==> config.mk <==
export PLATFORM = sky130hd
export DESIGN_NAME = gamepad_input_conditioner_flat
export DESIGN_NICKNAME = d
export VERILOG_FILES = /design/src/rtl/core/gic_pkg.sv /design/src/rtl/core/gic_if.sv /design/src/rtl/core/gic_front.sv /design/src/rtl/core/gic_queue.sv /design/src/rtl/core/gic_back.sv /design/src/rtl/core/gamepad_input_conditioner.sv /design/src/flat_wrapper.sv
export SDC_FILE = /design/constraint.sdc
export NUM_CORES = 1
export LEC_CHECK = 0
export ABC_AREA = 1
export BUFFER_PORTS_ARGS = -buffer_cell sky130_fd_sc_hd__buf_4
export CORE_MARGIN = 2
export CORE_UTILIZATION = 35
export CTS_CLUSTER_DIAMETER = 80
export DETAILED_ROUTE_END_ITERATION = 12
export MAX_ROUTING_LAYER = met4
export SLEW_MARGIN = 10
export SYNTH_ARGS = -nofsm -noshare
export SYNTH_HDL_FRONTEND = slang
export SYNTH_SLANG_ARGS = --single-unit
==> constraint.sdc <==
create_clock -name i_clk -period 17.6 [get_ports i_clk]
set_clock_uncertainty 0.2 [all_clocks]
set_input_delay 1.76 -clock i_clk [delete_from_list [all_inputs] [get_ports i_clk]]
set_output_delay 1.76 -clock i_clk [all_outputs]
set_load 0.05 [all_outputs]
==> src/rtl/core/gic_pkg.sv <==
// Shared types and constants for the gamepad input conditioner.
// Used by the channel interfaces and by every module under rtl/core.
package gic_pkg;

    // Field widths
    localparam int BTN_W    = 16;
    localparam int VEC_W    = 20;
    localparam int AXIS_W   = 9;
    localparam int RAW_W    = 8;
    localparam int CIDX_W   = 3;
    localparam int CDATA_W  = 8;

    // Virtual direction bit positions in the button vector
    localparam int BIT_RIGHT = 16;
    localparam int BIT_LEFT  = 17;
    localparam int BIT_DOWN  = 18;
    localparam int BIT_UP    = 19;

    // Configuration register indexes
    typedef enum logic [CIDX_W-1:0] {
        CFG_REVERSE_ANALOG      = 3'd0,
        CFG_DEAD_ZONE           = 3'd1,
        CFG_DIRECTION_THRESHOLD = 3'd2,
        CFG_FLICK_MARGIN        = 3'd3,
        CFG_REPEAT_DELAY        = 3'd4,
        CFG_REPEAT_INTERVAL     = 3'd5
    } t_cfg_idx;

    typedef struct packed {
        logic       reverse_analog;
        logic [6:0] dead_zone;
        logic [6:0] direction_threshold;
        logic [7:0] flick_margin;
        logic [7:0] repeat_delay;
        logic [7:0] repeat_interval;
    } t_cfg;

    localparam t_cfg CFG_RESET = '{
        reverse_analog:      1'b0,
        dead_zone:           7'd4,
        direction_threshold: 7'd32,
        flick_margin:        8'd16,
        repeat_delay:        8'd15,
        repeat_interval:     8'd4
    };

    // Classified sample passed from the front end to the back end
    typedef struct packed {
        logic [BTN_W-1:0]         buttons;
        logic signed [AXIS_W-1:0] stick_x;
        logic signed [AXIS_W-1:0] stick_y;
        logic                     x_pos;
        logic                     x_neg;
        logic                     y_pos;
        logic                     y_neg;
    } t_item;

endpackage

==> src/rtl/core/gic_if.sv <==
// Valid/ready channel interfaces of the gamepad input conditioner:
// pad sample request, conditioned result request, configuration write.
// Depends on gic_pkg for field widths.
interface gic_in_if import gic_pkg::*; ();
    logic                    valid;
    logic                    ready;
    logic [BTN_W-1:0]        raw_buttons;
    logic signed [RAW_W-1:0] raw_stick_x;
    logic signed [RAW_W-1:0] raw_stick_y;

    modport source (output valid, raw_buttons, raw_stick_x, raw_stick_y, input ready);
    modport sink   (input valid, raw_buttons, raw_stick_x, raw_stick_y, output ready);
endinterface

interface gic_out_if import gic_pkg::*; ();
    logic                     valid;
    logic                     ready;
    logic [VEC_W-1:0]         current_buttons;
    logic [VEC_W-1:0]         pressed_buttons;
    logic [VEC_W-1:0]         repeat_buttons;
    logic signed [AXIS_W-1:0] stick_x_out;
    logic signed [AXIS_W-1:0] stick_y_out;

    modport source (output valid, current_buttons, pressed_buttons, repeat_buttons,
                    stick_x_out, stick_y_out, input ready);
    modport sink   (input valid, current_buttons, pressed_buttons, repeat_buttons,
                    stick_x_out, stick_y_out, output ready);
endinterface

interface gic_cfg_if import gic_pkg::*; ();
    logic               valid;
    logic               ready;
    logic [CIDX_W-1:0]  index;
    logic [CDATA_W-1:0] data;

    modport source (output valid, index, data, input ready);
    modport sink   (input valid, index, data, output ready);
endinterface

==> src/rtl/core/gic_front.sv <==
// Front end: accepts pad samples, applies dead zone and reversal, and
// classifies each axis against the direction threshold. Depends on gic_pkg, gic_if.
module gic_front import gic_pkg::*; (
    input  t_cfg           i_cfg,
    gic_in_if.sink         i_in,
    output logic           o_wr_valid,
    input  logic           i_wr_ready,
    output t_item          o_wr_item
);

    // Shrink an axis toward zero, clamp at zero, optionally negate
    function automatic logic signed [AXIS_W-1:0] f_condition(
        input logic signed [RAW_W-1:0] a,
        input logic [6:0]              dz,
        input logic                    rev
    );
        logic signed [9:0] a10;
        logic signed [9:0] dz10;
        logic signed [9:0] t;
        a10  = {{2{a[RAW_W-1]}}, a};
        dz10 = {3'b000, dz};
        t    = '0;
        if (a10 > 0) begin
            t = a10 - dz10;
            if (t < 0) t = '0;
        end else if (a10 < 0) begin
            t = a10 + dz10;
            if (t > 0) t = '0;
        end
        if (rev) t = -t;
        return t[AXIS_W-1:0];
    endfunction

    logic signed [AXIS_W-1:0] s_x;
    logic signed [AXIS_W-1:0] s_y;
    logic signed [9:0]        thr_pos;
    logic signed [9:0]        thr_neg;
    logic signed [9:0]        x10;
    logic signed [9:0]        y10;

    // Condition both axes
    assign s_x = f_condition(i_in.raw_stick_x, i_cfg.dead_zone, i_cfg.reverse_analog);
    assign s_y = f_condition(i_in.raw_stick_y, i_cfg.dead_zone, i_cfg.reverse_analog);

    // Classify against the threshold
    assign thr_pos = {3'b000, i_cfg.direction_threshold};
    assign thr_neg = -thr_pos;
    assign x10     = {s_x[AXIS_W-1], s_x};
    assign y10     = {s_y[AXIS_W-1], s_y};

    always_comb begin
        o_wr_item.buttons = i_in.raw_buttons;
        o_wr_item.stick_x = s_x;
        o_wr_item.stick_y = s_y;
        o_wr_item.x_pos   = x10 > thr_pos;
        o_wr_item.x_neg   = x10 < thr_neg;
        o_wr_item.y_pos   = y10 > thr_pos;
        o_wr_item.y_neg   = y10 < thr_neg;
    end

    // Pass the request straight into the queue
    assign o_wr_valid = i_in.valid;
    assign i_in.ready = i_wr_ready;

endmodule

==> src/rtl/core/gic_queue.sv <==
// Two-entry queue decoupling the front end from the back end.
// Depends on gic_pkg for the item type.
module gic_queue import gic_pkg::*; (
    input  logic  i_clk,
    input  logic  i_rst_n,
    input  logic  i_wr_valid,
    output logic  o_wr_ready,
    input  t_item i_wr_item,
    output logic  o_rd_valid,
    input  logic  i_rd_ready,
    output t_item o_rd_item
);

    t_item       r_mem [2];
    logic        r_wr_ptr;
    logic        r_rd_ptr;
    logic [1:0]  r_count;
    logic [1:0]  n_count;
    logic        push;
    logic        pop;

    assign o_wr_ready = (r_count != 2'd2);
    assign o_rd_valid = (r_count != 2'd0);
    assign o_rd_item  = r_mem[r_rd_ptr];
    assign push       = i_wr_valid && o_wr_ready;
    assign pop        = o_rd_valid && i_rd_ready;

    // Track occupancy
    always_comb begin
        n_count = r_count;
        if (push && !pop) n_count = r_count + 2'd1;
        if (pop && !push) n_count = r_count - 2'd1;
    end

    // Advance pointers
    always_ff @(posedge i_clk) begin
        if (!i_rst_n) begin
            r_wr_ptr <= 1'b0;
            r_rd_ptr <= 1'b0;
            r_count  <= 2'd0;
        end else begin
            r_count <= n_count;
            if (push) r_wr_ptr <= ~r_wr_ptr;
            if (pop)  r_rd_ptr <= ~r_rd_ptr;
        end
    end

    // Store entries
    always_ff @(posedge i_clk) begin
        if (push) r_mem[r_wr_ptr] <= i_wr_item;
    end

endmodule

==> src/rtl/core/gic_back.sv <==
// Back end: peak tracking, flick re-trigger, press edges and typematic
// repeat, with the result register. Depends on gic_pkg, gic_if.
module gic_back import gic_pkg::*; (
    input  logic    i_clk,
    input  logic    i_rst_n,
    input  t_cfg    i_cfg,
    input  logic    i_rd_valid,
    output logic    o_rd_ready,
    input  t_item   i_rd_item,
    gic_out_if.source o_out
);

    typedef struct packed {
        logic                     pos;
        logic                     neg;
        logic signed [AXIS_W-1:0] peak;
        logic                     rebound;
    } t_axis_upd;

    // Direction bits, peak and rebound update of one axis
    function automatic t_axis_upd f_axis(
        input logic signed [AXIS_W-1:0] s,
        input logic                     is_pos,
        input logic                     is_neg,
        input logic                     prev_pos,
        input logic                     prev_neg,
        input logic signed [AXIS_W-1:0] peak,
        input logic                     reb,
        input logic [7:0]               margin
    );
        t_axis_upd                u;
        logic signed [AXIS_W-1:0] tp;
        logic                     tr;
        logic signed [10:0]       d_up;
        logic signed [10:0]       d_dn;
        logic signed [10:0]       m11;
        tp    = peak;
        tr    = reb;
        u.pos = 1'b0;
        u.neg = 1'b0;
        // Track the peak
        if (is_pos) begin
            u.pos = 1'b1;
            if (!prev_pos) tp = s;
            else if (!tr) begin
                if (tp < s) tp = s;
            end else begin
                if (tp > s) tp = s;
            end
        end else if (is_neg) begin
            u.neg = 1'b1;
            if (!prev_neg) tp = s;
            else if (!tr) begin
                if (tp > s) tp = s;
            end else begin
                if (tp < s) tp = s;
            end
        end else begin
            tr = 1'b0;
            tp = s;
        end
        // Flick re-trigger against the tracked peak
        d_up = {{2{s[AXIS_W-1]}}, s} - {{2{tp[AXIS_W-1]}}, tp};
        d_dn = {{2{tp[AXIS_W-1]}}, tp} - {{2{s[AXIS_W-1]}}, s};
        m11  = {3'b000, margin};
        if (is_pos) begin
            if (tr && (d_up > m11)) begin
                u.pos = 1'b0;
                tr    = 1'b0;
            end
            if (d_dn > m11) tr = 1'b1;
        end else if (is_neg) begin
            if (tr && (d_dn > m11)) begin
                u.neg = 1'b0;
                tr    = 1'b0;
            end
            if (d_up > m11) tr = 1'b1;
        end
        u.peak    = tp;
        u.rebound = tr;
        return u;
    endfunction

    // Frame state
    logic [VEC_W-1:0]         r_prev;
    logic signed [AXIS_W-1:0] r_peak_x;
    logic signed [AXIS_W-1:0] r_peak_y;
    logic                     r_reb_x;
    logic                     r_reb_y;
    logic signed [8:0]        r_interval;
    logic [8:0]               r_delay;
    logic signed [8:0]        n_interval;
    logic [8:0]               n_delay;

    // Result register
    logic                     r_out_valid;
    logic [VEC_W-1:0]         r_cur;
    logic [VEC_W-1:0]         r_pressed;
    logic [VEC_W-1:0]         r_rep;
    logic signed [AXIS_W-1:0] r_sx;
    logic signed [AXIS_W-1:0] r_sy;

    t_axis_upd                upd_x;
    t_axis_upd                upd_y;
    logic [VEC_W-1:0]         cur;
    logic [VEC_W-1:0]         pressed;
    logic [VEC_W-1:0]         rep;
    logic signed [8:0]        int_dec;
    logic [8:0]               dly_dec;
    logic                     pop;

    // Take the next item whenever the result register is free or draining
    assign o_rd_ready = !r_out_valid || o_out.ready;
    assign pop        = i_rd_valid && o_rd_ready;

    assign upd_x = f_axis(i_rd_item.stick_x, i_rd_item.x_pos, i_rd_item.x_neg,
                          r_prev[BIT_RIGHT], r_prev[BIT_LEFT], r_peak_x, r_reb_x,
                          i_cfg.flick_margin);
    assign upd_y = f_axis(i_rd_item.stick_y, i_rd_item.y_pos, i_rd_item.y_neg,
                          r_prev[BIT_UP], r_prev[BIT_DOWN], r_peak_y, r_reb_y,
                          i_cfg.flick_margin);

    assign cur     = {upd_y.pos, upd_y.neg, upd_x.neg, upd_x.pos, i_rd_item.buttons};
    assign pressed = (cur ^ r_prev) & cur;
    assign int_dec = r_interval - 9'sd1;
    assign dly_dec = r_delay - 9'd1;

    // Typematic repeat
    always_comb begin
        n_interval = r_interval;
        n_delay    = r_delay;
        rep        = '0;
        priority if (cur == '0) begin
            rep = '0;
        end else if (r_prev != cur) begin
            rep        = pressed;
            n_interval = '1;
            n_delay    = {1'b0, i_cfg.repeat_delay};
        end else if (!r_interval[8]) begin
            n_interval = int_dec;
            if (int_dec == '0) begin
                rep        = cur;
                n_interval = {1'b0, i_cfg.repeat_interval};
            end
        end else begin
            n_delay = dly_dec;
            if (dly_dec == '0) begin
                rep        = cur;
                n_interval = {1'b0, i_cfg.repeat_interval};
            end
        end
    end

    // Update frame state on each taken item
    always_ff @(posedge i_clk) begin
        if (!i_rst_n) begin
            r_prev      <= '0;
            r_peak_x    <= '0;
            r_peak_y    <= '0;
            r_reb_x     <= 1'b0;
            r_reb_y     <= 1'b0;
            r_interval  <= '0;
            r_delay     <= '0;
            r_out_valid <= 1'b0;
        end else begin
            if (pop) begin
                r_prev     <= cur;
                r_peak_x   <= upd_x.peak;
                r_peak_y   <= upd_y.peak;
                r_reb_x    <= upd_x.rebound;
                r_reb_y    <= upd_y.rebound;
                r_interval <= n_interval;
                r_delay    <= n_delay;
            end
            if (pop) r_out_valid <= 1'b1;
            else if (o_out.ready) r_out_valid <= 1'b0;
        end
    end

    // Load the result register
    always_ff @(posedge i_clk) begin
        if (pop) begin
            r_cur     <= cur;
            r_pressed <= pressed;
            r_rep     <= rep;
            r_sx      <= i_rd_item.stick_x;
            r_sy      <= i_rd_item.stick_y;
        end
    end

    assign o_out.valid           = r_out_valid;
    assign o_out.current_buttons = r_cur;
    assign o_out.pressed_buttons = r_pressed;
    assign o_out.repeat_buttons  = r_rep;
    assign o_out.stick_x_out     = r_sx;
    assign o_out.stick_y_out     = r_sy;

    a_pop_loads: assert property (@(posedge i_clk) disable iff (!i_rst_n)
        pop |=> r_out_valid)
        else $error("taken item did not reach the result register");

    a_rep_subset: assert property (@(posedge i_clk) disable iff (!i_rst_n)
        r_out_valid |-> ((r_rep & ~r_cur) == '0))
        else $error("repeat bit set for a button not held");

    a_pressed_subset: assert property (@(posedge i_clk) disable iff (!i_rst_n)
        r_out_valid |-> ((r_pressed & ~r_cur) == '0))
        else $error("press edge for a button not held");

    a_dir_exclusive: assert property (@(posedge i_clk) disable iff (!i_rst_n)
        r_out_valid |-> !((r_cur[BIT_RIGHT] && r_cur[BIT_LEFT]) ||
                          (r_cur[BIT_UP] && r_cur[BIT_DOWN])))
        else $error("opposite direction bits set together");

    a_interval_range: assert property (@(posedge i_clk) disable iff (!i_rst_n)
        r_interval[8] |-> (r_interval == '1))
        else $error("interval counter below minus one");

endmodule

==> src/rtl/core/gamepad_input_conditioner.sv <==
// Gamepad input conditioner, top level: configuration registers and the
// front end, queue and back end. Depends on gic_pkg, gic_if and submodules.
//
// One pad sample request is accepted per clock cycle when the queue has room,
// and one result request leaves per sample. A sample is conditioned and
// classified in the cycle it is accepted and written into a two-entry queue;
// the back end takes it from the queue, updates the per-frame state and loads
// the result register in the same cycle. The back end's state update sets the
// sustained rate of one sample per cycle; backpressure on the result side
// fills the queue and then stalls the input. Configuration writes are always
// taken (ready is tied high) and must only be issued while the block is idle.
module gamepad_input_conditioner import gic_pkg::*; (
    input  logic       i_clk,
    input  logic       i_rst_n,
    gic_in_if.sink     i_in,
    gic_out_if.source  o_out,
    gic_cfg_if.sink    i_cfg
);

    t_cfg  r_cfg;
    logic  wr_valid;
    logic  wr_ready;
    t_item wr_item;
    logic  rd_valid;
    logic  rd_ready;
    t_item rd_item;

    // Write configuration registers; unknown indexes are dropped
    assign i_cfg.ready = 1'b1;

    always_ff @(posedge i_clk) begin
        if (!i_rst_n) begin
            r_cfg <= CFG_RESET;
        end else if (i_cfg.valid) begin
            unique case (t_cfg_idx'(i_cfg.index))
                CFG_REVERSE_ANALOG:      r_cfg.reverse_analog      <= i_cfg.data[0];
                CFG_DEAD_ZONE:           r_cfg.dead_zone           <= i_cfg.data[6:0];
                CFG_DIRECTION_THRESHOLD: r_cfg.direction_threshold <= i_cfg.data[6:0];
                CFG_FLICK_MARGIN:        r_cfg.flick_margin        <= i_cfg.data;
                CFG_REPEAT_DELAY:        r_cfg.repeat_delay        <= i_cfg.data;
                CFG_REPEAT_INTERVAL:     r_cfg.repeat_interval     <= i_cfg.data;
                default:                 r_cfg                     <= r_cfg;
            endcase
        end
    end

    gic_front u_front (
        .i_cfg      (r_cfg),
        .i_in       (i_in),
        .o_wr_valid (wr_valid),
        .i_wr_ready (wr_ready),
        .o_wr_item  (wr_item)
    );

    gic_queue u_queue (
        .i_clk      (i_clk),
        .i_rst_n    (i_rst_n),
        .i_wr_valid (wr_valid),
        .o_wr_ready (wr_ready),
        .i_wr_item  (wr_item),
        .o_rd_valid (rd_valid),
        .i_rd_ready (rd_ready),
        .o_rd_item  (rd_item)
    );

    gic_back u_back (
        .i_clk      (i_clk),
        .i_rst_n    (i_rst_n),
        .i_cfg      (r_cfg),
        .i_rd_valid (rd_valid),
        .o_rd_ready (rd_ready),
        .i_rd_item  (rd_item),
        .o_out      (o_out)
    );

endmodule

==> src/flat_wrapper.sv <==
// flat-port wrapper written by rule: the top's interface ports become plain ports
module gamepad_input_conditioner_flat import gic_pkg::*;
  (i_clk, i_rst_n, i_in_valid, i_in_raw_buttons, i_in_raw_stick_x, i_in_raw_stick_y, i_in_ready, o_out_valid, o_out_current_buttons, o_out_pressed_buttons, o_out_repeat_buttons, o_out_stick_x_out, o_out_stick_y_out, o_out_ready, i_cfg_valid, i_cfg_index, i_cfg_data, i_cfg_ready);
  gic_in_if i_in_i ();
  gic_out_if o_out_i ();
  gic_cfg_if i_cfg_i ();
  input  logic i_clk;
  input  logic i_rst_n;
  input wire logic [$bits(i_in_i.valid)-1:0] i_in_valid;
  input wire logic [$bits(i_in_i.raw_buttons)-1:0] i_in_raw_buttons;
  input wire logic [$bits(i_in_i.raw_stick_x)-1:0] i_in_raw_stick_x;
  input wire logic [$bits(i_in_i.raw_stick_y)-1:0] i_in_raw_stick_y;
  output wire logic [$bits(i_in_i.ready)-1:0] i_in_ready;
  output wire logic [$bits(o_out_i.valid)-1:0] o_out_valid;
  output wire logic [$bits(o_out_i.current_buttons)-1:0] o_out_current_buttons;
  output wire logic [$bits(o_out_i.pressed_buttons)-1:0] o_out_pressed_buttons;
  output wire logic [$bits(o_out_i.repeat_buttons)-1:0] o_out_repeat_buttons;
  output wire logic [$bits(o_out_i.stick_x_out)-1:0] o_out_stick_x_out;
  output wire logic [$bits(o_out_i.stick_y_out)-1:0] o_out_stick_y_out;
  input wire logic [$bits(o_out_i.ready)-1:0] o_out_ready;
  input wire logic [$bits(i_cfg_i.valid)-1:0] i_cfg_valid;
  input wire logic [$bits(i_cfg_i.index)-1:0] i_cfg_index;
  input wire logic [$bits(i_cfg_i.data)-1:0] i_cfg_data;
  output wire logic [$bits(i_cfg_i.ready)-1:0] i_cfg_ready;
  assign i_in_i.valid = i_in_valid;
  assign i_in_i.raw_buttons = i_in_raw_buttons;
  assign i_in_i.raw_stick_x = i_in_raw_stick_x;
  assign i_in_i.raw_stick_y = i_in_raw_stick_y;
  assign i_in_ready = i_in_i.ready;
  assign o_out_valid = o_out_i.valid;
  assign o_out_current_buttons = o_out_i.current_buttons;
  assign o_out_pressed_buttons = o_out_i.pressed_buttons;
  assign o_out_repeat_buttons = o_out_i.repeat_buttons;
  assign o_out_stick_x_out = o_out_i.stick_x_out;
  assign o_out_stick_y_out = o_out_i.stick_y_out;
  assign o_out_i.ready = o_out_ready;
  assign i_cfg_i.valid = i_cfg_valid;
  assign i_cfg_i.index = i_cfg_index;
  assign i_cfg_i.data = i_cfg_data;
  assign i_cfg_ready = i_cfg_i.ready;
  gamepad_input_conditioner u_core (.i_clk(i_clk), .i_rst_n(i_rst_n), .i_in(i_in_i), .o_out(o_out_i), .i_cfg(i_cfg_i));
endmodule
# After elaboration in Yosys (flattened, before gate mapping)
# Memories as Yosys holds them, arrays and structs flattened. A register that Yosys moved wholly into a read port is not among the register bits.
# Index checks and enable logic that the tools add are counted.
[word_totals]
regBits = 180
ramBits = 76
input_bits = 48
out_inout_bits = 81
word_cells = 177
n_memories = 1
[memory_table]
columns = ["name", "words", "word_bits", "read_ports", "rd_clocked_by_memory_dff", "write_ports", "line", "text"]
rows = [
  ["u_core.u_queue.r_mem", 2, 38, 1, 1, 1, "gic_queue.sv:14", "t_item r_mem [2];"],
]
[classes]
addsub = 15
n_lt_le_gt_ge = 20
eq_ne = 8
n_mux = 76
n_bitwise = 5
reduce_logical = 29
[ops]
columns = ["cell", "n"]
rows = [
  ["9-bit 2-to-1 mux", 32],
  ["20-bit 2-to-1 mux", 4],
  ["10-bit by 9-bit greater-than comparator with 1-bit output", 4],
  ["9-bit by 9-bit subtractor with 10-bit output", 4],
  ["1-bit 2-to-1 mux", 38],
  ["20-bit AND", 1],
  ["20-bit zero test", 1],
  ["9-bit by 10-bit less-than comparator with 1-bit output", 2],
  ["20-bit != test", 1],
  ["20-bit bitwise XOR", 1],
  ["8-bit by 8-bit adder with 9-bit output", 2],
  ["9-bit by 1-bit greater-than comparator with 1-bit output, second input constant", 2],
  ["9-bit by 8-bit greater-than comparator with 1-bit output", 2],
  ["9-bit greater-than comparator", 2],
  ["9-bit zero test", 2],
  ["9-bit by 1-bit less-than comparator with 1-bit output, second input constant", 2],
  ["9-bit less-than comparator", 2],
  ["9-bit negator", 2],
  ["8-bit by 8-bit subtractor with 9-bit output", 2],
  ["8-bit by 1-bit greater-than comparator with 1-bit output, second input constant", 2],
  ["8-bit by 1-bit less-than comparator with 1-bit output, second input constant", 2],
  ["2-bit AND reduction", 7],
  ["7-bit negator with 10-bit output", 1],
  ["9-bit by 1-bit subtractor with 9-bit output, second input constant", 1],
  ["16 further kinds", 34],
]

# Logic depth before layout (Yosys ltp)
# Gate-level depths: netlist of the first run.
[depth]
depth_word = 15
mapped_depth = 54
ltp_nobuf = 50

# By module
# From an unflattened synthesis of the first run, not the netlist that was laid out.
[hier_totals]
cells_unflattened = 2397
area_unflattened_um2 = 18495.2
[modules_own_cells]
columns = ["mod", "n_inst", "cells_each", "area_per_inst_um2"]
rows = [
  ["gic_back", 1, 1484, 10671.5],
  ["gic_front", 1, 530, 3173.0],
  ["gic_queue", 1, 154, 3061.7],
  ["gamepad_input_conditioner", 1, 229, 1589.0],
]

# Worst setup path before layout of the first run
# Ideal clock, no wire load.
[synth_path]
path_type = "reg-to-reg"
from = "register (tool-made name)"
to = "register u_core.u_back.r_rep[6], in the netlist u_core.u_back.o_out.repeat_buttons[6], data pin"
setup_ps = 259
t_arrival_ps = 6408
required_time_ps = 17141
slack_ps = 10733
stages_incl_launch_ff = 49
path_buffers = 7
period_less_slack_ps = 6867
cell_sequence = "dfxtp_1 buf_4 buf_2 buf_4 nand2_1 nand2_1 inv_1 ha_1 nand2_1 nor4_2 nand2_1 nand3_1 nand2_1 nand2_2 nand2_4 inv_1 nand2_1 nand3_1 (+13 left out) nand2_1 o21ai_0 nand2_1 nand2_1 nand3_1 nand4_1 nand2_1 inv_1 ha_1 nand4_1 or2_2 nor2_1 clkbuf_1 inv_1 clkbuf_1 clkbuf_1 nand2_1 a21oi_1"
[synth_rtl]
columns = ["item", "line", "text"]
rows = [
  ["to (signal assigned)", "gic_back.sv:185", "r_rep <= rep;"],
  ["to (decl)", "gic_back.sv:99", "logic [VEC_W-1:0] r_rep;"],
]

==> summary.txt, run 1 <==
Cells and area
  • Layout cells sized above 1: 0.1041
  • Final Util: 0.4080
  • Syn-to-layout area delta: 14.82%
  • # nets final: 2568
  • Antenna diodes: 0
  • Reg area: 6686 sq um
  • Layout fillers: 5015
  • Area of the multi-input gates: 9329 sq um

Worst setup path
  • Crit path kind: register to register
  • Crit. End Element: register
  • Most used cell, CP: nand2_1
  • Crit-path slowest cell: nor2_1
  • Max FO, Critical Path: 39
  • Family with the most delay on the worst path: simple AND/OR/NAND/NOR gates
  • Required time worst endpoint: 17860 ps
  • CP startpoint kind: register
  • Worst path buffer plus inverter count: 6
  • Crit path arrival time: 9550 ps
  • CP peak stage delay: 640 ps

Synthesis
  • Count leader, synth: nand2_1
  • Post-synth EDFFs: 154
  • Leading area contributor after synthesis: edfxtp_1
  • Async S/R FF share, synth: 0
  • #FFs+latches synth: 257
  • Cell area after synthesis: 17430 sq um
  • Post-synth top flop: edfxtp_1
  • Sequential area share after synthesis: 0.3836
  • Post-Syn Nets: 2475
  • Count of cell types in the netlist: 53
  • Yosys Warn Count: 0
  • Top cells by count, synth: nand2_1, inv_1, nor2_1, a21oi_1, ha_1
  • Area contributors post-synth: edfxtp_1, ha_1, dfxtp_1
  • Yosys top cell area share: 0.2653
  • Syn Inst Count: 2245
  • Syn Area/Cell: 7.765 sq um

Floorplanning
  • Die width: 227.2 microns
  • Core Box Area: 49050 sq um
  • Die height: 227.2 microns
  • Rows: 81
  • Initial Util: 0.3554
  • Die area: 51610 sq um
  • # IOs: 129

Routing
  • DRC errors left: 0
  • Post-Route WL: 48440 microns
  • Drt wl/cell: 16.00 microns
  • DR pass1 iterations: 5
  • Via density: 5.074
  • Iter 0 DRT Violations: 1243
  • Met2 WL: 21910 microns
  • Antenna-violating nets left: 0
  • Highest Signal Layer: met4
  • Met3 wire length: 2839 microns
  • M1 wire length: 22780 microns
  • Via Count: 15359

Global route
  • Total gr overflow: 0
  • Largest net degree at the start of global routing: 87
  • First-pass GRT wire length: 76590 microns
  • Vias in the first global route: 14523
  • Initial antenna violation count: 0
  • Tot GR Track Use: 0.1899

Timing
  • Worst Max-Slew Pin Slew: 1122 ps
  • Final Hold Viols: 0
  • Max-slew violation count: 0
  • RSZ-0062 raised after global routing: no
  • Tmin final: 9296 ps
  • F_max: 107.6 MHz
  • Max_slew headroom: 0.2502
  • Setup-failing EPs final: 0
  • Tcrit/Tclk final: 0.5282
  • Setup TNS: 0 ps

Placement
  • Port buffer count: 127
  • GPL Wtd Cong: 0.9039
  • Hpwl dp: 36170 microns

Run status
  • Status: finished clean

Clocking
  • CTS buffer count: 31
  • CTS HTree Levels: 1
  • Clock latency on the worst-skew pair: 590 ps
  • Clock Tree Buf Depth: 3
  • CTS hold repair buffers: 0
  • Post-CTS setup repair buffer count: 0
  • PostCTS Resize Cnt: 0
  • Root buffer cell: clkbuf_16
  • CTS tree: done
  • Reg clk slew, reported paths: 60 ps
  • Clock sinks: 257

Worst hold path
  • HP Class: register to register

Job
  • Maximum Capacitance Violations: 0
-- worst min-delay path: cells and delay by family (launching register included) --
family	cells	cell delay, ps
flip-flops	1	300
buffers and inverters	1	60
AO/OA/AOI/OAI	1	50
-- per-stage QoR --
step | cell area, sq um | worst slack, ps | hold slack [ps] | std cells
final | 20020 | 8304 | 261.2 | 3027
after global routing | 20020 | 7394 | 280.3 | 3027
after CTS | 20020 | 8406 | 263.1 | 3027
after detailed placement | 18920 | 8448 | 253.8 | 2969
after global placement | 18920 | 8710 | 234.1 | 2969
after floorplan | 17430 | 10730 | 225.7 | 2245
-- layout make-up --
class,instances,area share
repair buffers,137,0.05138
inverters,278,0.05213
flip-flops and latches,257,0.3341
multi-input cells,1633,0.4661
clock buffers,38,0.04107
clock inverters,20,0.01375
well taps,664,0.04151
-- routing by layer --
| metal | vias to the layer above | GRT usage |
|---|---|---|
| met2 | 476 | 0.3028 |
| met1 | 7118 | 0.2612 |
| met4 | 0 | 0.04259 |
| met5 | - | - |
| met3 | 76 | 0.01846 |
| li1 | 7689 | - |
-- path summary, 6_finish.rpt --
path                                                from                           to  slack (ps)  depth (start not counted)
worst max-delay path                            register  u_core.u_back.r_interval[5]        8300                         46
worst min-delay path            u_core.u_back.r_prev[12]     u_core.u_back.r_prev[12]         260                          2
worst max register to register                  register  u_core.u_back.r_interval[5]        8300                         46
worst min register to register  u_core.u_back.r_prev[12]     u_core.u_back.r_prev[12]         260                          2
-- flip-flops by register name, indices dropped and copies added (netlist names), 20 cells and up, named ones only --
register                             cells
u_core.u_back.o_out.pressed_buttons     20
u_core.u_back.o_out.current_buttons     20
u_core.u_back.r_prev                    20
u_core.u_back.o_out.repeat_buttons      20
u_core.u_queue.r_mem                    76
u_core.r_cfg                            39
-- cell families after synthesis --
logic type	count (synthesis)	synth area share
mux	5	0.002871
simple gates	958	0.2349
other cells	1	0.0002151
compound gates	426	0.1311
buf+inv	355	0.08254
xor+xnor	61	0.03065
flops	257	0.3836
fa+ha+maj	182	0.1341
-- layout by cell type, fill, tap and decap left out, types with 3 or more instances in the layout --
cell type / n
dfxtp_1: 103
nor3_1: 20
clkinv_1: 4
inv_2: 6
nand3_1: 126
o21ai_2: 3
buf_4: 137
fa_1: 8
o211ai_1: 23
nand3_2: 4
a21o_1: 6
xnor2_1: 17
nand4_1: 46
o21ai_0: 156
or2_0: 5
xor2_1: 44
nand3b_1: 3
inv_1: 268
o21bai_1: 3
o22ai_1: 5
clkbuf_1: 5
nor2_1: 191
bufinv_16: 5
a31oi_1: 12
a21oi_1: 181
nand2_2: 5
o21ai_1: 25
nor2_2: 4
clkinv_4: 3
clkinv_2: 4
edfxtp_1: 154
clkinvlp_4: 3
ha_1: 174
or2_2: 22
nand2_1: 517
mux2i_1: 5
clkbuf_16: 31
o21a_1: 3
Power of run 1 is left out: the tool's default activity adds up to more than one toggle a clock period on the data nets, which glitch-free logic cannot reach.
==> run 2: changes to the inputs <==
ABC_AREA = 0   (was 1)
clock period = 8.4 ns   (was 17.6 ns; I/O delays follow)
==> run 2 against run 1 <==
Effect of this change: clock-buffer cell count rose by 1; largest cell class unchanged; non-clock buffer count rose by 23; setup slack got worse by 7700 ps; design area fell by 4.9%; first-iteration DRC count fell by 37%; synthesized area fell by 6.7%; critical path depth fell by 10; die area fell by 6.6%; register-to-register slack got worse by 7700 ps; hold slack got worse by 23 ps.
==> summary.txt, run 2 <==
Run status
  • Status: finished clean

Cells and area
  • Layout cells sized above 1: 0.1523 (+0.04818)
  • Commonest non-fill, non-tap cell in the layout: nand2_1
  • Max reg flops: 76 (unchanged)
  • # nets final: 2025 (-21%)
  • Layout fillers: 4350 (-13%)
  • Reg with most FFs: u_core.u_queue.r_mem
  • Largest registers: u_core.u_queue.r_mem: 76 flops, u_core.r_cfg: 39 flops
  • Commonest non-fill, non-tap cells in the layout: nand2_1, ha_1, buf_4
  • Syn-to-layout area delta: 17.13%
  • Antenna diodes: 0 (unchanged)

Timing
  • Tcrit/Tclk final: 0.9317 (+0.4035)
  • F_max: 127.8 MHz (+19%)
  • Setup TNS: 0 ps (unchanged)
  • Max_slew headroom: 0.2556 (+0.005463)
  • Setup-failing EPs final: 0 (unchanged)
  • Worst Max-Slew Pin Slew: 1117 ps (-5.532 ps)
  • Final Hold Viols: 0 (unchanged)
  • RSZ-0062 raised after global routing: no
  • Tmin final: 7826 ps (-1470 ps)
  • Max-slew violation count: 0 (unchanged)

Global route
  • First-pass GRT wire length: 68670 microns (-10%)
  • Tot GR Track Use: 0.1830 (-0.006880)
  • Largest net degree at the start of global routing: 72 (-17%)
  • Total gr overflow: 0 (unchanged)
  • Initial antenna violation count: 0 (unchanged)
  • Vias in the first global route: 12791 (-12%)

Synthesis
  • Yosys Warn Count: 0 (unchanged)
  • Syn Area/Cell: 9.751 sq um (+26%)
  • Post-Syn Nets: 1897 (-23%)
  • Post-synth EDFFs: 154 (unchanged)
  • #FFs+latches synth: 257 (unchanged)
  • Async S/R FF share, synth: 0 (unchanged)
  • Syn Inst Count: 1667 (-26%)
  • Cell area after synthesis: 16260 sq um (-6.7%)
  • Top cells by count, synth: nand2_1, ha_1, edfxtp_1, inv_1, a21oi_1
  • Yosys top cell area share: 0.2845 (+0.01919)
  • Post-synth top flop: edfxtp_1
  • Area contributors post-synth: edfxtp_1, ha_1, dfxtp_1
  • Count of cell types in the netlist: 88 (+66%)
  • Leading area contributor after synthesis: edfxtp_1
  • Sequential area share after synthesis: 0.4113 (+0.02775)
  • Count leader, synth: nand2_1

Power
  • Pwr dens: 399.7 nW/um^2
  • Total power: 7.610 mW
  • Sequential power share: 0.268
  • Int Power: 4.216 mW
  • Peak VDD IR: 0.2163 mV
  • Sw Pwr: 3.394 mW
  • Leak pwr: 7.572 nW
  • Comb pwr share: 0.555
  • Sw Share: 0.4459
  • Clk pwr share: 0.177

Routing
  • DRC errors left: 0 (unchanged)
  • DR pass1 iterations: 7 (+2)
  • Via Count: 12859 (-16%)
  • Via density: 5.316 (+4.8%)
  • Drt wl/cell: 17.73 microns (+11%)
  • Antenna-violating nets left: 0 (unchanged)
  • Post-Route WL: 42880 microns (-11%)
  • Iter 0 DRT Violations: 785 (-37%)

Clocking
  • CTS hold repair buffers: 0 (unchanged)
  • CTS HTree Levels: 1 (unchanged)
  • CTS tree: done
  • Root buffer cell: clkbuf_16
  • CTS buffer count: 30 (-3.2%)
  • Clock latency on the worst-skew pair: 580 ps (about the same)
  • Clock sinks: 257 (unchanged)
  • Clock Tree Buf Depth: 3 (unchanged)
  • Reg clk slew, reported paths: 60 ps (about the same)

Worst setup path
  • Crit. End Element: register
  • Path depth of the worst reg2reg path: 36 (-22%)
  • Crit-path slowest cell: or4_1
  • Required time worst endpoint: 8670 ps (-9190 ps)
  • Max FO, Critical Path: 25 (-36%)
  • CP peak stage delay: 440 ps (-200 ps)
  • Crit path arrival time: 8100 ps (-1450 ps)
  • Crit path kind: register to register
  • CP startpoint kind: register
  • Most used cell, CP: ha_1

Floorplanning
  • Core Box Area: 45580 sq um (-7.1%)
  • Initial Util: 0.3567 (+0.001296)
  • Die height: 219.5 microns (-3.4%)
  • # IOs: 129 (unchanged)
  • Rows: 78 (-3.7%)
  • Die area: 48180 sq um (-6.6%)
  • Die width: 219.5 microns (-3.4%)

Placement
  • GPL Wtd Cong: 0.9222 (+2.0%)
  • Hpwl dp: 32400 microns (-10%)
  • Port buffer count: 127 (unchanged)

Worst hold path
  • HP Class: input port to register
  • Hold depth: 1 (-1)

Job
  • Maximum Capacitance Violations: 0 (unchanged)
[run 2: cell count changes in the layout (fill, tap and decap cells not counted), sizes merged, moves of 35 or more]
cell   change
nand2    -331
inv      -150
o21ai    -115
nand3    -108
nor2      -96
a21oi     -70
mux2i     +47
mux2      +35
[run 2: kinds of logic (layout without fill, tap and decap cells)]
kind of cell | Yosys count | in the layout | share of synthesized area
simple gates | 482 | 482 | 0.1398
other cells | 1 | 1 | 0.0002307
fa+ha+maj | 182 | 182 | 0.1438
xor+xnor | 57 | 57 | 0.03071
flops | 257 | 257 | 0.4113
mux | 87 | 87 | 0.05627
compound gates | 412 | 412 | 0.1730
buf+inv | 189 | 341 | 0.04495
[run 2: power by group through the flow]
stage               clock, mW  sequential, mW  combinational [mW]
detailed placement          0            2.07                4.15
floorplan                   0            2.67                2.42
CTS                      1.38            2.05                4.18
finish                   1.35            2.04                4.23
global placement            0            2.06                4.10
global route             1.43            2.08                4.66
[run 2: metal layers]
metal  up-vias  GRT usage  routed length [microns]
met5         -          -                        0
met4         0    0.05878                     1247
met3        71    0.01822                     1703
met2       280     0.2922                    19760
met1      6147     0.2446                    20170
li1       6361          -                        -
[run 2: stage by stage]
| stage | instance area, sq um | setup slack (ps) | hold WS, ps | utilization | instances |
|---|---|---|---|---|---|
| after floorplan | 16260 | 87.50 | 231.8 | - | 1667 |
| after CTS | 18920 | 133.6 | 203.5 | 0.4152 | 2408 |
| after detailed placement | 17880 | 153.3 | 248.3 | 0.3923 | 2352 |
| after global routing | 19040 | 2.409 | 218.4 | 0.4178 | 2419 |
| final | 19040 | 573.7 | 238.0 | 0.4178 | 2419 |
| after global placement | 17880 | 315.4 | 241.3 | 0.3923 | 2352 |
[run 2: worst paths after layout]
kind	endpoint	slack, ps	startpoint
setup reg to reg	u_core.u_back.r_interval[2]	570	register
hold reg to reg	u_core.r_cfg[15]	250	u_core.r_cfg[15]
hold / removal	u_core.u_queue.r_mem[1][28]	240	i_in_raw_buttons[6]
setup / recovery	u_core.u_back.r_interval[2]	570	register
[run 2: critical path: cells and delay by family, from the launching register on]
kind	cells	cell delay, ps
AND/OR/NAND/NOR	8	1470
AO/OA/AOI/OAI	16	2630
flip-flops	1	390
buffers and inverters	4	750
XOR/XNOR	1	90
multiplexers	3	1000
adder cells (fa/ha/maj)	4	1200
[run 2: final cells by class]
cell class                      count  area, sq um  area share
Multi-Input combinational cell   1221         8865      0.4656
Sequential cell                   257         6690      0.3514
Timing Repair Buffer              160         1217     0.06394
Clock buffer                       39        804.5     0.04226
Tap cell                          600        750.7     0.03943
Inverter                          125        471.7     0.02477
Clock inverter                     17        240.2     0.01262
[run 2: repair_timing]
item,4_1_cts,5_1_grt
gates resized for setup,0,4
buffers inserted,0,11
setup endpoints to repair,0,38
hold endpoints to repair,0,0
No activity file was read; power rests on OpenSTA's default activity.
